<file path="config.mk">
export PLATFORM = sky130hd
export DESIGN_NAME = pip_fifo
export DESIGN_NICKNAME = d
export VERILOG_FILES = /design/src/hdl/pip_pkg.sv /design/src/hdl/pip_fifo.sv
export SDC_FILE = /design/constraint.sdc
export NUM_CORES = 1
export LEC_CHECK = 0
export BUFFER_PORTS_ARGS = -buffer_cell sky130_fd_sc_hd__buf_4
export CORE_MARGIN = 5
export CORE_UTILIZATION = 59
export CTS_CLUSTER_SIZE = 40
export DETAILED_ROUTE_END_ITERATION = 7
export HOLD_SLACK_MARGIN = 0.06
export MAX_ROUTING_LAYER = met4
export PLACE_DENSITY = 0.84
export SLEW_MARGIN = 20
export SYNTH_ARGS = -nofsm -noshare
export SYNTH_HDL_FRONTEND = slang
export SYNTH_SLANG_ARGS = --single-unit
export TNS_END_PERCENT = 100
</file>
<file path="constraint.sdc">
create_clock -name clk -period 3.5 [get_ports clk]
set_input_delay 0.35 -clock clk [delete_from_list [all_inputs] [get_ports clk]]
set_output_delay 0.35 -clock clk [all_outputs]
set_load 0.02 [all_outputs]
</file>
<file path="src/hdl/pip_pkg.sv">
package pip_pkg;

  // Fixed widths of the stream fields
  localparam int FIELD_W     = 32;
  localparam int IN_TDATA_W  = 4 * FIELD_W;
  localparam int OUT_TDATA_W = 8;

  localparam int COORD_WIDTH_DEF = 32;
  localparam int FIFO_DEPTH_LOG2 = 2;

  // Field positions in s_tdata, in units of FIELD_W
  localparam int QX_SLOT = 0;
  localparam int QY_SLOT = 1;
  localparam int VX_SLOT = 2;
  localparam int VY_SLOT = 3;

  // Per-edge outcome of the bounds checks done in the front end
  typedef struct packed {
    logic hit_pre;   // y in (miny, maxy], x <= maxx, edge not horizontal
    logic vertical;  // p1.x == p2.x
    logic dy_pos;    // p2.y > p1.y
  } edge_flags_t;

  // Control part of one queue entry
  typedef struct packed {
    edge_flags_t ea;    // edge from previous vertex to current one
    edge_flags_t eb;    // closing edge from current vertex to first one
    logic        last;
  } item_ctl_t;

endpackage

</file>
<file path="src/hdl/pip_fifo.sv">
module pip_fifo
  import pip_pkg::*;
#(
  parameter int WIDTH      = 8,
  parameter int DEPTH_LOG2 = FIFO_DEPTH_LOG2
) (
  input  logic             clk,
  input  logic             rst,
  input  logic             push,
  input  logic [WIDTH-1:0] push_data,
  output logic             full,
  input  logic             pop,
  output logic             valid,
  output logic [WIDTH-1:0] pop_data
);

  localparam int DEPTH = 1 << DEPTH_LOG2;

  logic [WIDTH-1:0]      entries [DEPTH];
  logic [DEPTH_LOG2-1:0] wr_ptr, rd_ptr;
  logic [DEPTH_LOG2:0]   count;

  assign full     = (count == (DEPTH_LOG2+1)'(DEPTH));
  assign valid    = (count != '0);
  assign pop_data = entries[rd_ptr];

  always_ff @(posedge clk) begin
    if (push) begin
      entries[wr_ptr] <= push_data;
    end
  end

  always_ff @(posedge clk) begin
    if (rst) begin
      wr_ptr <= '0;
      rd_ptr <= '0;
      count  <= '0;
    end else begin
      if (push) wr_ptr <= wr_ptr + 1'b1;
      if (pop)  rd_ptr <= rd_ptr + 1'b1;
      if (push && !pop) begin
        count <= count + 1'b1;
      end else if (pop && !push) begin
        count <= count - 1'b1;
      end
    end
  end

endmodule

</file>
==> metrics.cfg <==
[finish]
instances_no_fill = 142
design_area_sq_mm = 0.001838
seq_area_sq_mm = 0.001141
drive_gt1_frac = 0.3125
diodes = 0
area_delta_synth_final_pct = 15.76
fin_nets = 129
fill_cells = 173
multiInputGateArea_sq_um = 411.6

[placement]
globalplace.congestion = 0.7239
io_buffers = 21
place_hpwl_um = 1806
dp_cells = 134
post_dp_cell_area_sq_mm = 0.001763

[synth]
synth_simple_gate_area_frac = 0.04728
synthMuxAreaShare = 0.1261
synth_area_leader_cell = edfxtp_1
synth_area_leaders = edfxtp_1 61%, dfxtp_1 11%, mux4_2 11%
synth_top_family_by_area = multiplexers
ys_warn_count = 0
synth_xor_area_frac = 0.02758
synth_compound_area_frac = 0.006304
netlist_instances = 86
syn_avg_cell_area_sq_um = 18.46
seq_area_frac_synth = 0.7187
yosysUniqueCellTypes = 19
synth_top_area_share = 0.6052
ys_ff_latch = 41
syn_area_sq_mm = 0.001588
synthesis.nets = 104
synthAdderAreaFrac = 0.05201

[route]
firstDrtPassIters = 4
drtIter0Drc = 22
ant_nets = 0
drc_errors = 0
wl_per_cell_um = 18.34
via_per_inst = 5.627
wirelength_um = 2604
via_count = 799

[setup_path]
r2r-start = count[0]
end_kind = output port
cp_slowest_cell = dfxtp_1
crit_type = reg2out
critPathBufInv = 1
crit_fanout = 8
cp_cell_sequence = mux4_2 -> buf_4
reg2reg_depth = 4
r2r_setup_slack_ns = 2.00
crit_path_start_kind = flop
path_delay_family = flip-flops
r2r-end = count[2]
critPathRequiredTime_ns = 3.15
cpPeakStageDelay_ns = 0.67
cp.arrival_ns = 1.77

[timing]
fin_tns_setup_ns = 0
finalHoldViolations = 0
setup_viol = 0
final_max_slew_viol_count = 0
rsz0062_at_grt = false
period_minus_slack_ns = 2.117
worstMarginPinSlew_ns = 0.5334
finalCritPeriodShare = 0.6048
relSlewSlack = 0.6439
finalClockSkew_ns = 0.003508
hold-worst-slack_ns = 0.1955
fmax_ghz = 0.4724

[die]
design.die.area_sq_mm = 0.003829
start_util = 0.6295
core_sq_mm = 0.002522
die_y_um = 61.88
num_rows = 18
die_w_um = 61.88
io_pins = 22

[power_and_ir_drop]
p_clk_frac = 0.285
p_int_w = 0.0007784
p_comb_frac = 0.146
switching_share = 0.2350
p_seq_frac = 0.569
p_leak_nw = 0.6783
pwr_density_cell_mw_per_mm2 = 553.6
peakVddDrop_mv = 0.5184
netSwitchingPower_w = 0.0002391

[clock_network]
clk_path_buf_depth = 2
cts_buffers = 5
clk_latency_ns = 0.34
hold_buffers = 0
cts_tree = yes
cts.repair.resized = 0
cts-root-buf = clkbuf_4
clkSinkCount = 41
post_cts_buffers = 0
htreeDepth = 2
path_clk_slew_ns = 0.11

[global_route]
grt_antenna_before_repair = 0
grt_max_degree = 13
grt_pass1_vias = 833
grt_pass1_wl_um = 4202
grt-ovfl-total = 0
grtUsageTotal = 0.1763

[run_status]
status = complete, no violations

[worst_hold_path]
whs_path_depth = 1
hold_class = in2reg
min_to = entries[2][6]
hp-start = push_data[6]

[run]
drv_cap = 0

==> kinds of logic after synthesis <==
kind of cell / count (synthesis)
flops: 41
buf+inv: 7
xor+xnor: 5
fa+ha+maj: 6
compound gates: 2
simple gates: 15
mux: 10
==> metrics by stage <==
step / setup WS, ns / utilization / power [W]
CTS: 1.318 / 0.7287 / 0.001031
finish: 1.383 / 0.7287 / 0.001018
global placement: 1.721 / 0.6989 / 0.0007310
detailed placement: 1.638 / 0.6989 / 0.0007397
global route: 1.205 / 0.7287 / 0.001068
floorplan: 1.890 / - / 0.0006790
==> worst register-to-register path, stage by stage, from the launching register on <==
cell and delay [ns]:
dfxtp_1 0.37, fa_1 0.45, xor2_1 0.19, or3_1 0.30, a21oi_1 0.14
==> routing by layer <==
metal	wire length, um	part of all wire	GRT usage
met2	1411	0.54	0.2900
met3	118	0.045	0.04545
met4	83	0.032	0.1121
met5	0	0	-
met1	990	0.38	0.1882
==> final cells by class <==
| cell class | count | share of cell area |
|---|---|---|
| Sequential cell | 41 | 0.6208 |
| Multi-Input combinational cell | 38 | 0.2240 |
| Timing Repair Buffer | 21 | 0.08577 |
| Clock buffer | 6 | 0.02246 |
| Tap cell | 30 | 0.02042 |
| Clock inverter | 2 | 0.01838 |
| Inverter | 4 | 0.008169 |
==> flip-flops by register name, indices dropped and copies added (netlist names), named ones only <==
signal and count:
wr_ptr 2, count 3, entries 32, rd_ptr 2
==> synth_stat cells (all sizes together) <==
cell	count
dfxtp	9
xor2	3
clkbuf	2
xnor2	2
and2	4
mux2i	2
nor3b	1
inv	4
nand2	1
mux4	8
o21ai	1
a21oi	1
nor2	7
ha	5
or3	2
buf	1
fa	1
edfxtp	32
==> power by group through the flow <==
stage | logic [W] | registers, W | clock network (W)
floorplan | 0.000101 | 0.000578 | 0
global placement | 0.000143 | 0.000588 | 0
detailed placement | 0.000149 | 0.000591 | 0
CTS | 0.000151 | 0.000580 | 0.000301
global route | 0.000161 | 0.000584 | 0.000324
finish | 0.000148 | 0.000579 | 0.000290
==> worst max-delay path by stage <==
stage / from / endpoint / slack, ns / cells past startpoint
floorplan: pop / count[2] / 1.89 / 7
global route: flop / pop_data[0] / 1.21 / 2
global placement: pop / count[2] / 1.72 / 8
finish: flop / pop_data[0] / 1.38 / 2
CTS: flop / pop_data[1] / 1.32 / 2
detailed placement: pop / count[2] / 1.64 / 8
==> cells in the final DEF, fill, tap and decap left out <==
cell type / Yosys / routed
mux4_2: 8 / 8
and2_1: 4 / 4
dfxtp_1: 9 / 9
buf_4: 0 / 21
ha_1: 5 / 5
clkbuf_4: 0 / 5
nor3b_1: 1 / 1
edfxtp_1: 32 / 32
mux2i_1: 2 / 2
nand2_1: 1 / 1
xnor2_1: 2 / 2
clkinv_1: 0 / 1
xor2_1: 3 / 3
clkbuf_1: 1 / 1
or3_1: 2 / 2
o21ai_0: 1 / 1
a21oi_1: 1 / 1
fa_1: 1 / 1
inv_1: 4 / 4
nor2_1: 7 / 7
bufinv_16: 0 / 1
No activity file was read; power rests on OpenSTA's default activity.
