==> config.mk <==
export PLATFORM = sky130hd
export DESIGN_NAME = pip_front
export DESIGN_NICKNAME = d
export VERILOG_FILES = /design/src/hdl/pip_pkg.sv /design/src/hdl/pip_front.sv
export SDC_FILE = /design/constraint.sdc
export NUM_CORES = 1
export LEC_CHECK = 0
export BUFFER_PORTS_ARGS = -buffer_cell sky130_fd_sc_hd__buf_2
export CAP_MARGIN = 20
export CORE_ASPECT_RATIO = 1.4
export CORE_UTILIZATION = 30
export CTS_CLUSTER_DIAMETER = 200
export DETAILED_ROUTE_END_ITERATION = 8
export RECOVER_POWER = 50
export REMOVE_ABC_BUFFERS = 1
export SLEW_MARGIN = 10
export SYNTH_ARGS = -nofsm -noshare
export SYNTH_HDL_FRONTEND = slang
export SYNTH_SLANG_ARGS = --single-unit
export TNS_END_PERCENT = 30
==> constraint.sdc <==
create_clock -name clk -period 8.29 [get_ports clk]
set_input_delay 0.4145 -clock clk [delete_from_list [all_inputs] [get_ports clk]]
set_output_delay 0.4145 -clock clk [all_outputs]
set_load 0.005 [all_outputs]
==> src/hdl/pip_pkg.sv <==
package pip_pkg;

  // Fixed widths of the stream fields
  localparam int FIELD_W     = 32;
  localparam int IN_TDATA_W  = 4 * FIELD_W;
  localparam int OUT_TDATA_W = 8;

  localparam int COORD_WIDTH_DEF = 32;
  localparam int FIFO_DEPTH_LOG2 = 2;

  // Field positions in s_tdata, in units of FIELD_W
  localparam int QX_SLOT = 0;
  localparam int QY_SLOT = 1;
  localparam int VX_SLOT = 2;
  localparam int VY_SLOT = 3;

  // Per-edge outcome of the bounds checks done in the front end
  typedef struct packed {
    logic hit_pre;   // y in (miny, maxy], x <= maxx, edge not horizontal
    logic vertical;  // p1.x == p2.x
    logic dy_pos;    // p2.y > p1.y
  } edge_flags_t;

  // Control part of one queue entry
  typedef struct packed {
    edge_flags_t ea;    // edge from previous vertex to current one
    edge_flags_t eb;    // closing edge from current vertex to first one
    logic        last;
  } item_ctl_t;

endpackage

==> src/hdl/pip_front.sv <==
module pip_front
  import pip_pkg::*;
#(
  parameter int COORD_WIDTH = COORD_WIDTH_DEF
) (
  input  logic                                           clk,
  input  logic                                           rst,
  input  logic                                           s_tvalid,
  output logic                                           s_tready,
  input  logic [IN_TDATA_W-1:0]                          s_tdata,
  input  logic                                           s_tlast,
  input  logic                                           q_full,
  output logic                                           push,
  output logic [$bits(item_ctl_t)+8*(COORD_WIDTH+1)-1:0] push_data
);

  localparam int W = COORD_WIDTH;
  localparam int D = COORD_WIDTH + 1;

  logic signed [W-1:0] qx, qy, vx, vy;
  logic signed [W-1:0] prev_vx, prev_vy, start_vx, start_vy;
  logic signed [W-1:0] first_x, first_y;
  logic                awaiting_start;
  logic                accept;
  edge_flags_t         fa, fb;
  item_ctl_t           ctl;

  function automatic edge_flags_t edge_check(
    input logic signed [W-1:0] x,
    input logic signed [W-1:0] y,
    input logic signed [W-1:0] p1x,
    input logic signed [W-1:0] p1y,
    input logic signed [W-1:0] p2x,
    input logic signed [W-1:0] p2y
  );
    edge_flags_t         f;
    logic signed [W-1:0] maxx, miny, maxy;
    maxx       = (p1x >= p2x) ? p1x : p2x;
    miny       = (p1y <= p2y) ? p1y : p2y;
    maxy       = (p1y >= p2y) ? p1y : p2y;
    f.hit_pre  = (y > miny) && (y <= maxy) && (x <= maxx) && (p1y != p2y);
    f.vertical = (p1x == p2x);
    f.dy_pos   = (p2y > p1y);
    return f;
  endfunction

  // Exact difference, one bit wider than the coordinates
  function automatic logic [D-1:0] sdiff(
    input logic signed [W-1:0] p,
    input logic signed [W-1:0] q
  );
    return {p[W-1], p} - {q[W-1], q};
  endfunction

  assign qx = $signed(s_tdata[QX_SLOT*FIELD_W +: W]);
  assign qy = $signed(s_tdata[QY_SLOT*FIELD_W +: W]);
  assign vx = $signed(s_tdata[VX_SLOT*FIELD_W +: W]);
  assign vy = $signed(s_tdata[VY_SLOT*FIELD_W +: W]);

  assign s_tready = !q_full;
  assign accept   = s_tvalid && s_tready;
  assign push     = accept;

  // On a first vertex the closing edge degenerates to a point
  assign first_x = awaiting_start ? vx : start_vx;
  assign first_y = awaiting_start ? vy : start_vy;

  always_comb begin
    fa          = edge_check(qx, qy, prev_vx, prev_vy, vx, vy);
    fa.hit_pre  = fa.hit_pre && !awaiting_start;
    fb          = edge_check(qx, qy, vx, vy, first_x, first_y);
    fb.hit_pre  = fb.hit_pre && s_tlast;
    ctl.ea      = fa;
    ctl.eb      = fb;
    ctl.last    = s_tlast;
  end

  // Entry layout, high to low: ctl, edge A {a, b, dx, dy}, edge B {a, b, dx, dy}
  assign push_data = {ctl,
                      sdiff(qx, prev_vx), sdiff(qy, prev_vy),
                      sdiff(vx, prev_vx), sdiff(vy, prev_vy),
                      sdiff(qx, vx),      sdiff(qy, vy),
                      sdiff(first_x, vx), sdiff(first_y, vy)};

  always_ff @(posedge clk) begin
    if (rst) begin
      awaiting_start <= 1'b1;
    end else if (accept) begin
      awaiting_start <= s_tlast;
    end
  end

  always_ff @(posedge clk) begin
    if (accept) begin
      prev_vx <= vx;
      prev_vy <= vy;
      if (awaiting_start) begin
        start_vx <= vx;
        start_vy <= vy;
      end
    end
  end

endmodule

==> results of run 1 <==
critical path: stages (launching register included):
cell	delay [ns]
sky130_fd_sc_hd__dfxtp_4	0.75
sky130_fd_sc_hd__mux2_1	0.45
sky130_fd_sc_hd__ha_1	0.30
sky130_fd_sc_hd__nor2b_1	0.13
sky130_fd_sc_hd__o21a_1	0.18
sky130_fd_sc_hd__o21ai_0	0.25
sky130_fd_sc_hd__a21oi_1	0.19
sky130_fd_sc_hd__o211ai_1	0.37
sky130_fd_sc_hd__a31oi_1	0.16
sky130_fd_sc_hd__o31a_1	0.28
sky130_fd_sc_hd__o21ai_0	0.41
sky130_fd_sc_hd__nand3_2	0.63
sky130_fd_sc_hd__mux2i_1	0.34
sky130_fd_sc_hd__ha_1	0.27
sky130_fd_sc_hd__a21o_1	0.18
sky130_fd_sc_hd__a21o_1	0.16
sky130_fd_sc_hd__a21oi_1	0.16
sky130_fd_sc_hd__o21ai_0	0.15
sky130_fd_sc_hd__nand2_1	0.10
sky130_fd_sc_hd__o211ai_1	0.08
sky130_fd_sc_hd__a221oi_1	0.31
sky130_fd_sc_hd__mux2_2	0.20
sky130_fd_sc_hd__nand4_1	0.09
sky130_fd_sc_hd__a211oi_1	0.39
sky130_fd_sc_hd__buf_2	0.20
sequential cells by signal (all words and copies together), names as in the netlist:
signal and flops:
prev_vx 32, prev_vy 32, start_vx 32, start_vy 32
awaiting_start 1
placed cells by master, fill, tap and decap left out, types with 16 or more instances in the layout:
| cell | n |
|---|---|
| sky130_fd_sc_hd__mux2i_1 | 166 |
| sky130_fd_sc_hd__a211oi_1 | 21 |
| sky130_fd_sc_hd__clkbuf_1 | 75 |
| sky130_fd_sc_hd__nand2b_1 | 46 |
| sky130_fd_sc_hd__a21oi_1 | 255 |
| sky130_fd_sc_hd__mux2_1 | 60 |
| sky130_fd_sc_hd__clkbuf_16 | 17 |
| sky130_fd_sc_hd__xor2_1 | 66 |
| sky130_fd_sc_hd__a21o_1 | 192 |
| sky130_fd_sc_hd__buf_4 | 16 |
| sky130_fd_sc_hd__nor2b_1 | 67 |
| sky130_fd_sc_hd__nand4_1 | 69 |
| sky130_fd_sc_hd__ha_1 | 452 |
| sky130_fd_sc_hd__nand2_1 | 144 |
| sky130_fd_sc_hd__buf_2 | 332 |
| sky130_fd_sc_hd__nor2_1 | 138 |
| sky130_fd_sc_hd__nor3_1 | 35 |
| sky130_fd_sc_hd__nand3_1 | 51 |
| sky130_fd_sc_hd__inv_1 | 204 |
| sky130_fd_sc_hd__xnor2_1 | 160 |
| sky130_fd_sc_hd__o21a_1 | 41 |
| sky130_fd_sc_hd__o21bai_1 | 38 |
| sky130_fd_sc_hd__edfxtp_1 | 128 |
| sky130_fd_sc_hd__and3_1 | 30 |
| sky130_fd_sc_hd__a31oi_1 | 31 |
| sky130_fd_sc_hd__o21ai_0 | 164 |
Yosys cell counts, drive strengths merged, types with 19 or more instances:
master	count	area [µm²]
a211oi	21	158
a21o	194	1460
a21oi	256	1280
a31oi	32	206
and3	32	203
buf	19	143
clkbuf	52	196
edfxtp	128	3840
ha	452	5660
inv	204	766
mux2	69	777
mux2i	166	1660
nand2	144	541
nand2b	47	294
nand3	52	260
nand4	69	432
nor2	138	518
nor2b	68	425
nor3	35	175
o21a	41	308
o21ai	168	841
o21bai	40	304
xnor2	160	1400
xor2	66	578
metal layers:
metal | vias up | GRT usage (%) | wire, µm
li1 | 11400 | - | -
met3 | 152 | 2.83 | 4710
met4 | 0 | 8.94 | 3580
met5 | - | 0 | 0
met2 | 743 | 34.5 | 40700
met1 | 11000 | 26.9 | 39000
metrics by stage:
stage	hold slack, ns	TNS, ns	total power, µW
floorplan	0.509	-1.65	2430
global placement	0.559	0	3370
detailed placement	0.560	0	3370
CTS	0.195	0	4200
global route	0.229	0	4480
finish	0.203	0	4180
worst paths after layout:
| kind | startpoint | to | slack (ns) | depth (start not counted) |
|---|---|---|---|---|
| max | awaiting_start$_SDFFE_PP1P_ | push_data[267] | 0.62 | 24 |
| min | rst | awaiting_start$_SDFFE_PP1P_ | 0.20 | 2 |
| max reg2reg | awaiting_start$_SDFFE_PP1P_ | start_vy[31]$_DFFE_PP_ | 6.11 | 2 |
| min reg2reg | start_vy[0]$_DFFE_PP_ | start_vy[0]$_DFFE_PP_ | 0.57 | 1 |
power by group through the flow:
stage	combinational (µW)	clock [µW]	sequential [µW]
CTS	2590	818	791
floorplan	1630	0	802
finish	2580	808	794
global route	2840	840	799
detailed placement	2570	0	805
global placement	2560	0	804
cell families (layout without fill, tap and decap cells):
| group | count (synthesis) | count (layout) |
|---|---|---|
| AO/OA/AOI/OAI | 880 | 880 |
| AND/OR/NAND/NOR | 654 | 654 |
| adder cells (fa/ha/maj) | 460 | 460 |
| buffers and inverters | 275 | 658 |
| multiplexers | 235 | 235 |
| XOR/XNOR | 226 | 226 |
| flip-flops | 129 | 129 |
final cells by class:
type,count,area (µm²),area share (%)
Clock buffer,17,425,1.52
Clock inverter,13,164,0.586
Inverter,204,766,2.74
Multi-Input combinational cell,2455,19300,69.2
Sequential cell,129,3870,13.8
Tap cell,1062,1330,4.75
Timing Repair Buffer,424,2070,7.40
==> impl_metrics.xml, run 1 <==
<?xml version="1.0" encoding="UTF-8"?>
<metrics>
  <group name="drt">
    <metric name="route.detailed.drc" unit="">0</metric>
    <metric name="detail-route-antenna-nets" unit="">0</metric>
    <metric name="wire_per_inst" unit="µm">20.5</metric>
    <metric name="num_vias" unit="">23400</metric>
    <metric name="vias_per_cell" unit="">5.43</metric>
    <metric name="finalWirelength" unit="µm">88100</metric>
    <metric name="drt_first_iter_violations" unit="">1427</metric>
    <metric name="detailedRoute.firstPassIterationCount" unit="">7</metric>
  </group>
  <group name="clock_network">
    <metric name="cts_resized" unit="">0</metric>
    <metric name="clock-sinks" unit="">129</metric>
    <metric name="ctsRootBufferMaster" unit="">sky130_fd_sc_hd__clkbuf_16</metric>
    <metric name="cts_inserted_buffers" unit="">17</metric>
    <metric name="insertion_delay" unit="ns">0.47</metric>
    <metric name="clk_pin_slew_worst_paths" unit="ns">0.06</metric>
    <metric name="postCtsSetupRepairBufs" unit="">0</metric>
    <metric name="cts_hold_repair.buffers" unit="">0</metric>
    <metric name="cts_htree_levels" unit="">4</metric>
    <metric name="cts_buffer_depth" unit="">2</metric>
    <metric name="cts_tree" unit="">built</metric>
  </group>
  <group name="power">
    <metric name="comb_power_share" unit="%">61.7</metric>
    <metric name="share_clk_of_total_power" unit="%">19.3</metric>
    <metric name="p_sw" unit="µW">1850</metric>
    <metric name="powerDensity" unit="nW/µm²">149</metric>
    <metric name="power.static_leakage" unit="µW">0.0137</metric>
    <metric name="internal_power" unit="µW">2330</metric>
    <metric name="p_sw_share" unit="%">44.3</metric>
    <metric name="vdd.ir_drop.worst" unit="µV">144</metric>
    <metric name="p_seq_share" unit="%">19.0</metric>
  </group>
  <group name="global_routing">
    <metric name="grt_antenna_before_repair" unit="">5</metric>
    <metric name="grt_max_degree" unit="">70</metric>
    <metric name="grt_overflow" unit="">0</metric>
    <metric name="wire_length_of_the_first_global_routing_pass" unit="µm">133000</metric>
    <metric name="grtUsageTotal" unit="%">20.8</metric>
    <metric name="vias_in_the_first_global_route" unit="">22600</metric>
  </group>
  <group name="logic_synthesis">
    <metric name="synth_ff_type" unit="">sky130_fd_sc_hd__edfxtp_1</metric>
    <metric name="synth_enable_flop_cells" unit="">128</metric>
    <metric name="async_flop_share" unit="%">0</metric>
    <metric name="yosys_warnings" unit="">0</metric>
    <metric name="combinational_family_with_the_most_area_after_synthesis" unit="">adder cells</metric>
    <metric name="synth.distinct_cells" unit="">84</metric>
    <metric name="synth_xor_area_share" unit="%">8.16</metric>
    <metric name="synthesis.area" unit="µm²">24300</metric>
    <metric name="synth.ff_latch_count" unit="">129</metric>
    <metric name="post_synthesis_compound_gate_area_fraction" unit="%">23.5</metric>
    <metric name="yosysSeqAreaShare" unit="%">15.9</metric>
    <metric name="synth_adder_area_share" unit="%">24.0</metric>
    <metric name="postSynthCellCount" unit="">2859</metric>
    <metric name="synth_simple_gate_area_share" unit="%">13.8</metric>
    <metric name="avgSynthCellArea" unit="µm²">8.48</metric>
    <metric name="post_synth_mux_area_share" unit="%">10.1</metric>
  </group>
  <group name="outcome">
    <metric name="violated_checks" unit="">capacitance limit, slew limit</metric>
    <metric name="run_status" unit="">complete, but fails checks</metric>
  </group>
  <group name="sta">
    <metric name="grt_setup_unrepaired" unit="">false</metric>
    <metric name="tightest_slew" unit="ns">4.27</metric>
    <metric name="post-route-worst-setup-slack" unit="ns">0.618</metric>
    <metric name="drv_slew" unit="">134</metric>
    <metric name="finalSetupViolCount" unit="">0</metric>
    <metric name="min_cycle_time_layout" unit="ns">7.67</metric>
    <metric name="fmax" unit="MHz">130</metric>
    <metric name="slew_headroom" unit="%">-185</metric>
    <metric name="fin_crit_sh" unit="%">92.5</metric>
    <metric name="timing_hold_violations_final" unit="">0</metric>
    <metric name="fin_skew" unit="ns">0.0102</metric>
  </group>
  <group name="setup_path">
    <metric name="cp_max_fo" unit="">38</metric>
    <metric name="worst_ep_arrival_time" unit="ns">7.26</metric>
    <metric name="worstSetupEndpointType" unit="">output port</metric>
    <metric name="category_of_the_worst_setup_path_launch_point" unit="">flip-flop</metric>
    <metric name="timing.setup.critical_path_class" unit="">reg2out</metric>
    <metric name="worst_ep_required_time" unit="ns">7.88</metric>
  </group>
  <group name="die">
    <metric name="core.rowCount" unit="">123</metric>
    <metric name="floorplan.die_area" unit="µm²">82000</metric>
    <metric name="core-area" unit="µm²">80200</metric>
    <metric name="floorplan.die.width" unit="µm">242</metric>
    <metric name="floorplan.initialDensity" unit="%">30.3</metric>
    <metric name="height_of_the_chip" unit="µm">338</metric>
    <metric name="boundaryPins" unit="">406</metric>
  </group>
  <group name="placement">
    <metric name="placed_area" unit="µm²">27500</metric>
    <metric name="placed_cells_incl_taps" unit="">4274</metric>
    <metric name="detailedPlace.worstSlack" unit="ns">1.14</metric>
    <metric name="io_buffer_count" unit="">405</metric>
    <metric name="routabilityCongestion" unit="">0.920</metric>
    <metric name="detailedPlacementHpwl" unit="µm">74000</metric>
  </group>
  <group name="layout">
    <metric name="diodes" unit="">0</metric>
    <metric name="syn_to_final_growth" unit="%">15.2</metric>
    <metric name="stdcell_area" unit="µm²">28000</metric>
    <metric name="fill_cells" unit="">8483</metric>
    <metric name="final_nets" unit="">3824</metric>
    <metric name="layout.core_utilization" unit="%">34.9</metric>
    <metric name="stdcell_count" unit="">4304</metric>
    <metric name="ratio_of_cells_with_drive_above_1_in_the_final_layout" unit="%">13.5</metric>
  </group>
  <group name="run">
    <metric name="max_cap_viol_count" unit="">2</metric>
  </group>
  <group name="worst_hold_path">
    <metric name="hp-class" unit="">in2reg</metric>
  </group>
</metrics>
Note: power is estimated with default switching activity, not from simulation.
==> run 2, diff against run 1 <==
--- a/config.mk
+++ b/config.mk
@@ -9,6 +9,7 @@
 export CAP_MARGIN = 20
 export CORE_ASPECT_RATIO = 1.4
 export CORE_UTILIZATION = 30
+export CTS_BUF_LIST = sky130_fd_sc_hd__clkbuf_4
 export CTS_CLUSTER_DIAMETER = 200
 export DETAILED_ROUTE_END_ITERATION = 8
 export RECOVER_POWER = 50
==> run 2 against run 1 <==
The flow still finishes with violations (capacitance limit, slew limit). Count of clock-buffer cells in the layout unchanged. Critical path type unchanged. Flip-flop and latch count did not move. Routed wire length hardly changed. Hold slack worse by 0.047 ns. Clock skew increased by 0.012 ns. Non-clock buffer count increased by 27.
==> impl_metrics.xml, run 2 (synthesis gave the netlist of run 1 again) <==
<?xml version="1.0" encoding="UTF-8"?>
<metrics>
  <group name="outcome">
    <metric name="run_status" unit="">complete, but fails checks</metric>
    <metric name="violated_checks" unit="">capacitance limit, slew limit</metric>
  </group>
  <group name="setup_path">
    <metric name="timing.setup.critical_path_class" unit="">reg2out</metric>
    <metric name="cp.buffers_inverters" unit="">1</metric>
    <metric name="path_depth" unit="">24</metric>
    <metric name="crit_path_cell_trace" unit="">mux2_1, ha_1, nor2b_1, o21a_1, o21ai_0, a21oi_1, o211ai_1, a31oi_1, o31a_1, o21ai_0, a21boi_4, mux2i_1, ha_1, a21o_1, a21o_1, a21o_1, a21o_1, a21o_1, a21o_1, a221o_1, a21oi_1, mux2i_1, a211oi_1, buf_2</metric>
    <metric name="worstSetupEndpoint" unit="">push_data[267]</metric>
    <metric name="critical_path.slowest_cell" unit="">sky130_fd_sc_hd__dfxtp_4</metric>
    <metric name="setup.reg_to_reg.worst_slack" unit="ns">6.40</metric>
    <metric name="ff_to_ff_end" unit="">start_vx[28]$_DFFE_PP_</metric>
    <metric name="cp_max_fo" unit="">38</metric>
    <metric name="category_of_the_worst_setup_path_launch_point" unit="">flip-flop</metric>
    <metric name="path_common_cell" unit="">sky130_fd_sc_hd__a21o_1</metric>
    <metric name="worst_r2r_path_depth" unit="">2</metric>
    <metric name="worstSetupEndpointType" unit="">output port</metric>
    <metric name="source_of_the_critical_timing_path" unit="">awaiting_start$_SDFFE_PP1P_</metric>
    <metric name="worst_ep_arrival_time" unit="ns">7.41</metric>
    <metric name="timing.critical_path.slowest_cell_delay" unit="ns">0.78</metric>
    <metric name="critPathTopFamily" unit="">compound AO/OA/AOI/OAI gates</metric>
    <metric name="worst_ep_required_time" unit="ns">7.88</metric>
    <metric name="critical_path.reg2reg.startpoint" unit="">awaiting_start$_SDFFE_PP1P_</metric>
  </group>
  <group name="sta">
    <metric name="tightest_slew" unit="ns">4.34</metric>
    <metric name="slew_headroom" unit="%">-189</metric>
    <metric name="fin_skew" unit="ns">0.0221</metric>
    <metric name="min_cycle_time_layout" unit="ns">7.83</metric>
    <metric name="setup-tns-final" unit="ns">0</metric>
    <metric name="finalSetupViolCount" unit="">0</metric>
    <metric name="fin_crit_sh" unit="%">94.4</metric>
    <metric name="grt_setup_unrepaired" unit="">false</metric>
    <metric name="fmax" unit="MHz">128</metric>
    <metric name="timing_hold_violations_final" unit="">0</metric>
    <metric name="drv_slew" unit="">134</metric>
  </group>
  <group name="layout">
    <metric name="layout.core_utilization" unit="%">34.9</metric>
    <metric name="ratio_of_cells_with_drive_above_1_in_the_final_layout" unit="%">13.6</metric>
    <metric name="syn_to_final_growth" unit="%">15.2</metric>
    <metric name="commonest_cells_after_routing_fill_and_taps_aside" unit="">sky130_fd_sc_hd__ha_1 (452), sky130_fd_sc_hd__buf_2 (337), sky130_fd_sc_hd__a21oi_1 (255), sky130_fd_sc_hd__inv_1 (204), sky130_fd_sc_hd__a21o_1 (192)</metric>
    <metric name="final_common_cell" unit="">sky130_fd_sc_hd__ha_1</metric>
    <metric name="final_nets" unit="">3851</metric>
  </group>
  <group name="die">
    <metric name="floorplan.die.width" unit="µm">242</metric>
    <metric name="height_of_the_chip" unit="µm">338</metric>
    <metric name="boundaryPins" unit="">406</metric>
    <metric name="floorplan.initialDensity" unit="%">30.3</metric>
    <metric name="core.rowCount" unit="">123</metric>
    <metric name="floorplan.die_area" unit="µm²">82000</metric>
    <metric name="core-area" unit="µm²">80200</metric>
  </group>
  <group name="clock_network">
    <metric name="clk_pin_slew_worst_paths" unit="ns">0.13</metric>
    <metric name="ctsRootBufferMaster" unit="">sky130_fd_sc_hd__clkbuf_4</metric>
    <metric name="cts_buffer_depth" unit="">2</metric>
    <metric name="cts_inserted_buffers" unit="">17</metric>
    <metric name="insertion_delay" unit="ns">0.67</metric>
    <metric name="cts_htree_levels" unit="">4</metric>
    <metric name="clock-sinks" unit="">129</metric>
    <metric name="cts_tree" unit="">built</metric>
  </group>
  <group name="worst_hold_path">
    <metric name="hp-class" unit="">in2reg</metric>
    <metric name="min_from" unit="">s_tdata[78]</metric>
  </group>
  <group name="drt">
    <metric name="detailedRoute.firstPassIterationCount" unit="">5</metric>
    <metric name="detail-route-antenna-nets" unit="">0</metric>
    <metric name="wire_per_inst" unit="µm">20.3</metric>
    <metric name="num_vias" unit="">23400</metric>
    <metric name="route.detailed.drc" unit="">0</metric>
    <metric name="drt_first_iter_violations" unit="">1508</metric>
    <metric name="finalWirelength" unit="µm">88000</metric>
    <metric name="vias_per_cell" unit="">5.40</metric>
  </group>
  <group name="power">
    <metric name="powerDensity" unit="nW/µm²">139</metric>
    <metric name="vdd.ir_drop.worst" unit="µV">78.4</metric>
    <metric name="power.static_leakage" unit="µW">0.0137</metric>
  </group>
  <group name="global_routing">
    <metric name="wire_length_of_the_first_global_routing_pass" unit="µm">133000</metric>
    <metric name="grt_max_degree" unit="">70</metric>
    <metric name="vias_in_the_first_global_route" unit="">22600</metric>
    <metric name="grtUsageTotal" unit="%">20.8</metric>
    <metric name="grt_overflow" unit="">0</metric>
    <metric name="grt_antenna_before_repair" unit="">6</metric>
  </group>
  <group name="run">
    <metric name="max_cap_viol_count" unit="">2</metric>
  </group>
  <group name="placement">
    <metric name="detailedPlacementHpwl" unit="µm">74000</metric>
    <metric name="io_buffer_count" unit="">405</metric>
    <metric name="routabilityCongestion" unit="">0.920</metric>
  </group>
</metrics>
-- run 2: cell count changes in the layout (fill, tap and decap cells not counted), sizes merged --
cell         previous run  this run
clkbuf                 93        87
dlygate4sd3             0        27
buf                   348       354
diode                   0         1
-- run 2: cell type report --
class | count | area (µm²)
Antenna cell | 1 | 2.50
Clock buffer | 17 | 128
Clock inverter | 13 | 164
Fill cell | 8494 | 52200
Inverter | 204 | 766
Multi-Input combinational cell | 2455 | 19300
Sequential cell | 129 | 3870
Tap cell | 1062 | 1330
Timing Repair Buffer | 451 | 2350
-- run 2: repair_timing --
action                                  4_1_cts  5_1_grt
endpoints found under the hold margin        27        0
hold buffers                                 27        0
endpoints found under the setup margin        0        1
buffers inserted                              0        0
gates resized for setup                       0        1
-- run 2: stage by stage --
stage	setup WS, ns	instances	power (µW)	hold slack (ns)	cell area [µm²]
after floorplan	-1.65	2788	2430	0.509	23900
after global placement	1.17	4274	3370	0.559	27500
after detailed placement	1.14	4274	3370	0.560	27500
after CTS	0.350	4331	3900	0.00395	28000
after global routing	0.147	4332	4180	0.123	27900
final	0.465	4332	3880	0.155	27900
-- run 2: worst min-delay path by stage --
stage                                             end  slack [ns]  cells past startpoint
after global routing             prev_vx[0]$_DFFE_PP_        0.12                      1
final                           prev_vx[14]$_DFFE_PP_        0.16                      1
after global placement          start_vy[0]$_DFFE_PP_        0.56                      1
after floorplan           awaiting_start$_SDFFE_PP1P_        0.51                      1
after CTS                       prev_vx[14]$_DFFE_PP_       0.004                      1
after detailed placement        start_vy[0]$_DFFE_PP_        0.56                      1
-- run 2: worst register-to-register path, delay by kind of cell (launching register included) --
kind	cells	cell delay, ns
flops	1	0.78
mux	1	0.46
buf+inv	1	0.41
-- run 2: where the power goes --
| part | switching [µW] | internal, µW |
|---|---|---|
| registers | 26.0 | 767 |
| clock network | 294 | 207 |
| logic | 1490 | 1100 |
| total | 1810 | 2070 |
-- run 2: metal layers --
layer / GRT usage, % / wire length (µm)
met1: 26.8 / 39100
met2: 34.6 / 40700
met3: 2.68 / 4450
met4: 8.91 / 3740
met5: 0 / 0
==> run 3, diff against run 2 <==
--- a/config.mk
+++ b/config.mk
@@ -7,11 +7,14 @@
 export LEC_CHECK = 0
 export BUFFER_PORTS_ARGS = -buffer_cell sky130_fd_sc_hd__buf_2
 export CAP_MARGIN = 20
+export CELL_PAD_IN_SITES_DETAIL_PLACEMENT = 0
+export CELL_PAD_IN_SITES_GLOBAL_PLACEMENT = 1
 export CORE_ASPECT_RATIO = 1.4
 export CORE_UTILIZATION = 30
 export CTS_BUF_LIST = sky130_fd_sc_hd__clkbuf_4
 export CTS_CLUSTER_DIAMETER = 200
 export DETAILED_ROUTE_END_ITERATION = 8
+export PLACE_DENSITY = 0.63
 export RECOVER_POWER = 50
 export REMOVE_ABC_BUFFERS = 1
 export SLEW_MARGIN = 10
==> run 3 against run 2 <==
The run still ends with capacitance limit, slew limit left. Non-clock buffer count decreased by 8. Clock power decreased by 14%. Critical path depth decreased by 3. Largest cell class unchanged.
==> impl_metrics.xml, run 3 (synthesis gave the netlist of run 1 again) <==
<?xml version="1.0" encoding="UTF-8"?>
<metrics>
  <group name="die">
    <metric name="boundaryPins" unit="">406</metric>
    <metric name="core.rowCount" unit="">123</metric>
    <metric name="floorplan.die.width" unit="µm">242</metric>
    <metric name="height_of_the_chip" unit="µm">338</metric>
    <metric name="floorplan.initialDensity" unit="%">30.3</metric>
    <metric name="core-area" unit="µm²">80200</metric>
    <metric name="floorplan.die_area" unit="µm²">82000</metric>
  </group>
  <group name="layout">
    <metric name="layout.core_utilization" unit="%">34.7</metric>
    <metric name="multi_input_area" unit="µm²">19300</metric>
    <metric name="sequential_cell_area" unit="µm²">3870</metric>
    <metric name="fill_cells" unit="">8616</metric>
    <metric name="final_common_cell" unit="">sky130_fd_sc_hd__ha_1</metric>
    <metric name="syn_to_final_growth" unit="%">14.8</metric>
    <metric name="final_nets" unit="">3843</metric>
    <metric name="ratio_of_cells_with_drive_above_1_in_the_final_layout" unit="%">13.8</metric>
    <metric name="commonest_cells_after_routing_fill_and_taps_aside" unit="">sky130_fd_sc_hd__ha_1 (452), sky130_fd_sc_hd__buf_2 (342), sky130_fd_sc_hd__a21oi_1 (255), sky130_fd_sc_hd__inv_1 (204), sky130_fd_sc_hd__a21o_1 (192)</metric>
  </group>
  <group name="setup_path">
    <metric name="worstSetupEndpointType" unit="">output port</metric>
    <metric name="category_of_the_worst_setup_path_launch_point" unit="">flip-flop</metric>
    <metric name="crit_path_cell_trace" unit="">inv_1, ha_1, nor2b_1, o21ai_0, a21oi_1, o31ai_1, a211oi_1, o21ai_0, a32o_1, o21ai_0, a31o_2, buf_4, mux2i_1, ha_1, and4_1, nand4_1, or4_1, or4_1, a2111oi_1, buf_4, buf_2</metric>
    <metric name="ff_to_ff_end" unit="">awaiting_start$_SDFFE_PP1P_</metric>
    <metric name="critical_path.reg2reg.startpoint" unit="">awaiting_start$_SDFFE_PP1P_</metric>
    <metric name="worst_ep_required_time" unit="ns">7.88</metric>
    <metric name="timing.setup.critical_path_class" unit="">reg2out</metric>
    <metric name="critical_path.slowest_cell" unit="">sky130_fd_sc_hd__a2111oi_1</metric>
    <metric name="path_common_cell" unit="">sky130_fd_sc_hd__o21ai_0</metric>
    <metric name="setup.reg_to_reg.worst_slack" unit="ns">6.19</metric>
    <metric name="worst_ep_arrival_time" unit="ns">7.70</metric>
    <metric name="cp_max_fo" unit="">24</metric>
    <metric name="worst_r2r_path_depth" unit="">4</metric>
    <metric name="timing.critical_path.slowest_cell_delay" unit="ns">0.78</metric>
  </group>
  <group name="global_routing">
    <metric name="grtUsageTotal" unit="%">21.3</metric>
    <metric name="grt_overflow" unit="">0</metric>
    <metric name="vias_in_the_first_global_route" unit="">22300</metric>
    <metric name="grt_antenna_before_repair" unit="">7</metric>
    <metric name="wire_length_of_the_first_global_routing_pass" unit="µm">135000</metric>
    <metric name="grt_max_degree" unit="">132</metric>
  </group>
  <group name="clock_network">
    <metric name="cts_inserted_buffers" unit="">17</metric>
    <metric name="clk_pin_slew_worst_paths" unit="ns">0.15</metric>
    <metric name="clock-sinks" unit="">129</metric>
    <metric name="cts_tree" unit="">built</metric>
    <metric name="ctsRootBufferMaster" unit="">sky130_fd_sc_hd__clkbuf_4</metric>
    <metric name="insertion_delay" unit="ns">0.66</metric>
    <metric name="cts_buffer_depth" unit="">2</metric>
    <metric name="cts_htree_levels" unit="">4</metric>
  </group>
  <group name="outcome">
    <metric name="violated_checks" unit="">capacitance limit, slew limit</metric>
    <metric name="run_status" unit="">complete, but fails checks</metric>
  </group>
  <group name="power">
    <metric name="powerDensity" unit="nW/µm²">136</metric>
    <metric name="totalPowerFinal" unit="µW">3800</metric>
    <metric name="power.static_leakage" unit="µW">0.0137</metric>
    <metric name="vdd.ir_drop.worst" unit="µV">76.3</metric>
  </group>
  <group name="drt">
    <metric name="finalWirelength" unit="µm">89700</metric>
    <metric name="drt_first_iter_violations" unit="">1262</metric>
    <metric name="route.detailed.drc" unit="">0</metric>
    <metric name="detail-route-antenna-nets" unit="">0</metric>
    <metric name="wire_per_inst" unit="µm">20.7</metric>
    <metric name="detailedRoute.firstPassIterationCount" unit="">7</metric>
    <metric name="num_vias" unit="">22900</metric>
    <metric name="vias_per_cell" unit="">5.29</metric>
  </group>
  <group name="placement">
    <metric name="io_buffer_count" unit="">405</metric>
    <metric name="routabilityCongestion" unit="">0.884</metric>
    <metric name="detailedPlacementHpwl" unit="µm">75400</metric>
  </group>
  <group name="sta">
    <metric name="drv_slew" unit="">132</metric>
    <metric name="timing_hold_violations_final" unit="">0</metric>
    <metric name="fin_skew" unit="ns">0.0189</metric>
    <metric name="fin_crit_sh" unit="%">97.9</metric>
    <metric name="min_cycle_time_layout" unit="ns">8.12</metric>
    <metric name="finalSetupViolCount" unit="">0</metric>
    <metric name="tightest_slew" unit="ns">8.26</metric>
    <metric name="hold_ws" unit="ns">0.114</metric>
    <metric name="setup-tns-final" unit="ns">0</metric>
    <metric name="fmax" unit="MHz">123</metric>
    <metric name="slew_headroom" unit="%">-451</metric>
    <metric name="grt_setup_unrepaired" unit="">true</metric>
  </group>
  <group name="worst_hold_path">
    <metric name="whs_endpoint" unit="">prev_vy[1]$_DFFE_PP_</metric>
    <metric name="min_from" unit="">s_tdata[97]</metric>
    <metric name="hp-class" unit="">in2reg</metric>
    <metric name="hold_depth" unit="">1</metric>
  </group>
  <group name="run">
    <metric name="max_cap_viol_count" unit="">1</metric>
  </group>
</metrics>
## run 3: changes by cell type in the layout (fill, tap and decap cells not counted), moves of 2 or more
cell                            delta
sky130_fd_sc_hd__diode_2           +2
sky130_fd_sc_hd__clkinv_4          -4
sky130_fd_sc_hd__buf_4             -2
sky130_fd_sc_hd__clkinvlp_4        +5
sky130_fd_sc_hd__buf_2             +5
sky130_fd_sc_hd__inv_6             +4
sky130_fd_sc_hd__bufinv_16         -3
sky130_fd_sc_hd__dlygate4sd3_1     -6
sky130_fd_sc_hd__clkbuf_1          -6
## run 3: stage by stage
step	cells	setup slack, ns	instance area, µm²
2_1_floorplan	2788	-1.65	23900
3_3_place_gp	4271	0.956	27500
3_5_place_dp	4271	0.941	27500
4_1_cts	4324	0.178	27900
5_1_grt	4328	-0.156	27800
6_report	4328	0.172	27800
## run 3: area by class of cell
class | count | area share, %
well taps | 1062 | 4.77
flip-flops and latches | 129 | 13.9
clock buffers | 18 | 0.485
repair buffers | 443 | 8.24
inverters | 204 | 2.75
multi-input cells | 2455 | 69.4
diodes | 3 | 0.0270
clock inverters | 14 | 0.386
## run 3: repair_timing
action / CTS / global route
hold buffers: 21 / 0
endpoints found under the setup margin: 0 / 2
resized for setup: 0 / 1
buffers inserted: 0 / 1
hold endpoints to repair: 20 / 0
## run 3: critical path: cells and delay by family (launching register included)
kind / cells / cell delay (ns)
muxes: 1 / 0.11
buffers and inverters: 4 / 0.82
DFF: 1 / 0.51
AOI/OAI and AO/OA: 9 / 3.52
and+or+nand+nor: 5 / 1.43
adders and majority gates: 2 / 0.63
## run 3: report_power, final
part           internal [µW]  switching [µW]  total (µW)
registers                771            23.6         795
clock network            125             306         431
logic                   1100            1470        2570
total                   2000            1800        3800
## run 3: per-layer routing
layer / track usage (%) / up-vias / routed length, µm
li1: - / 11500 / -
met4: 5.45 / 0 / 2180
met1: 28.8 / 10800 / 41900
met3: 3.18 / 79 / 4320
met2: 35.0 / 566 / 41300
met5: 0 / - / 0
## run 3: worst max path at each step
| stage | slack, ns | cells past startpoint | from | end |
|---|---|---|---|---|
| 2_1_floorplan | -1.65 | 23 | awaiting_start$_SDFFE_PP1P_ | push_data[267] |
| 3_3_place_gp | 0.96 | 25 | s_tdata[97] | push_data[270] |
| 3_5_place_dp | 0.94 | 21 | s_tdata[97] | push_data[270] |
| 4_1_cts | 0.18 | 21 | prev_vy[1]$_DFFE_PP_ | push_data[270] |
| 5_1_grt | -0.16 | 26 | prev_vy[1]$_DFFE_PP_ | push_data[270] |
| 6_report | 0.17 | 21 | prev_vy[1]$_DFFE_PP_ | push_data[270] |
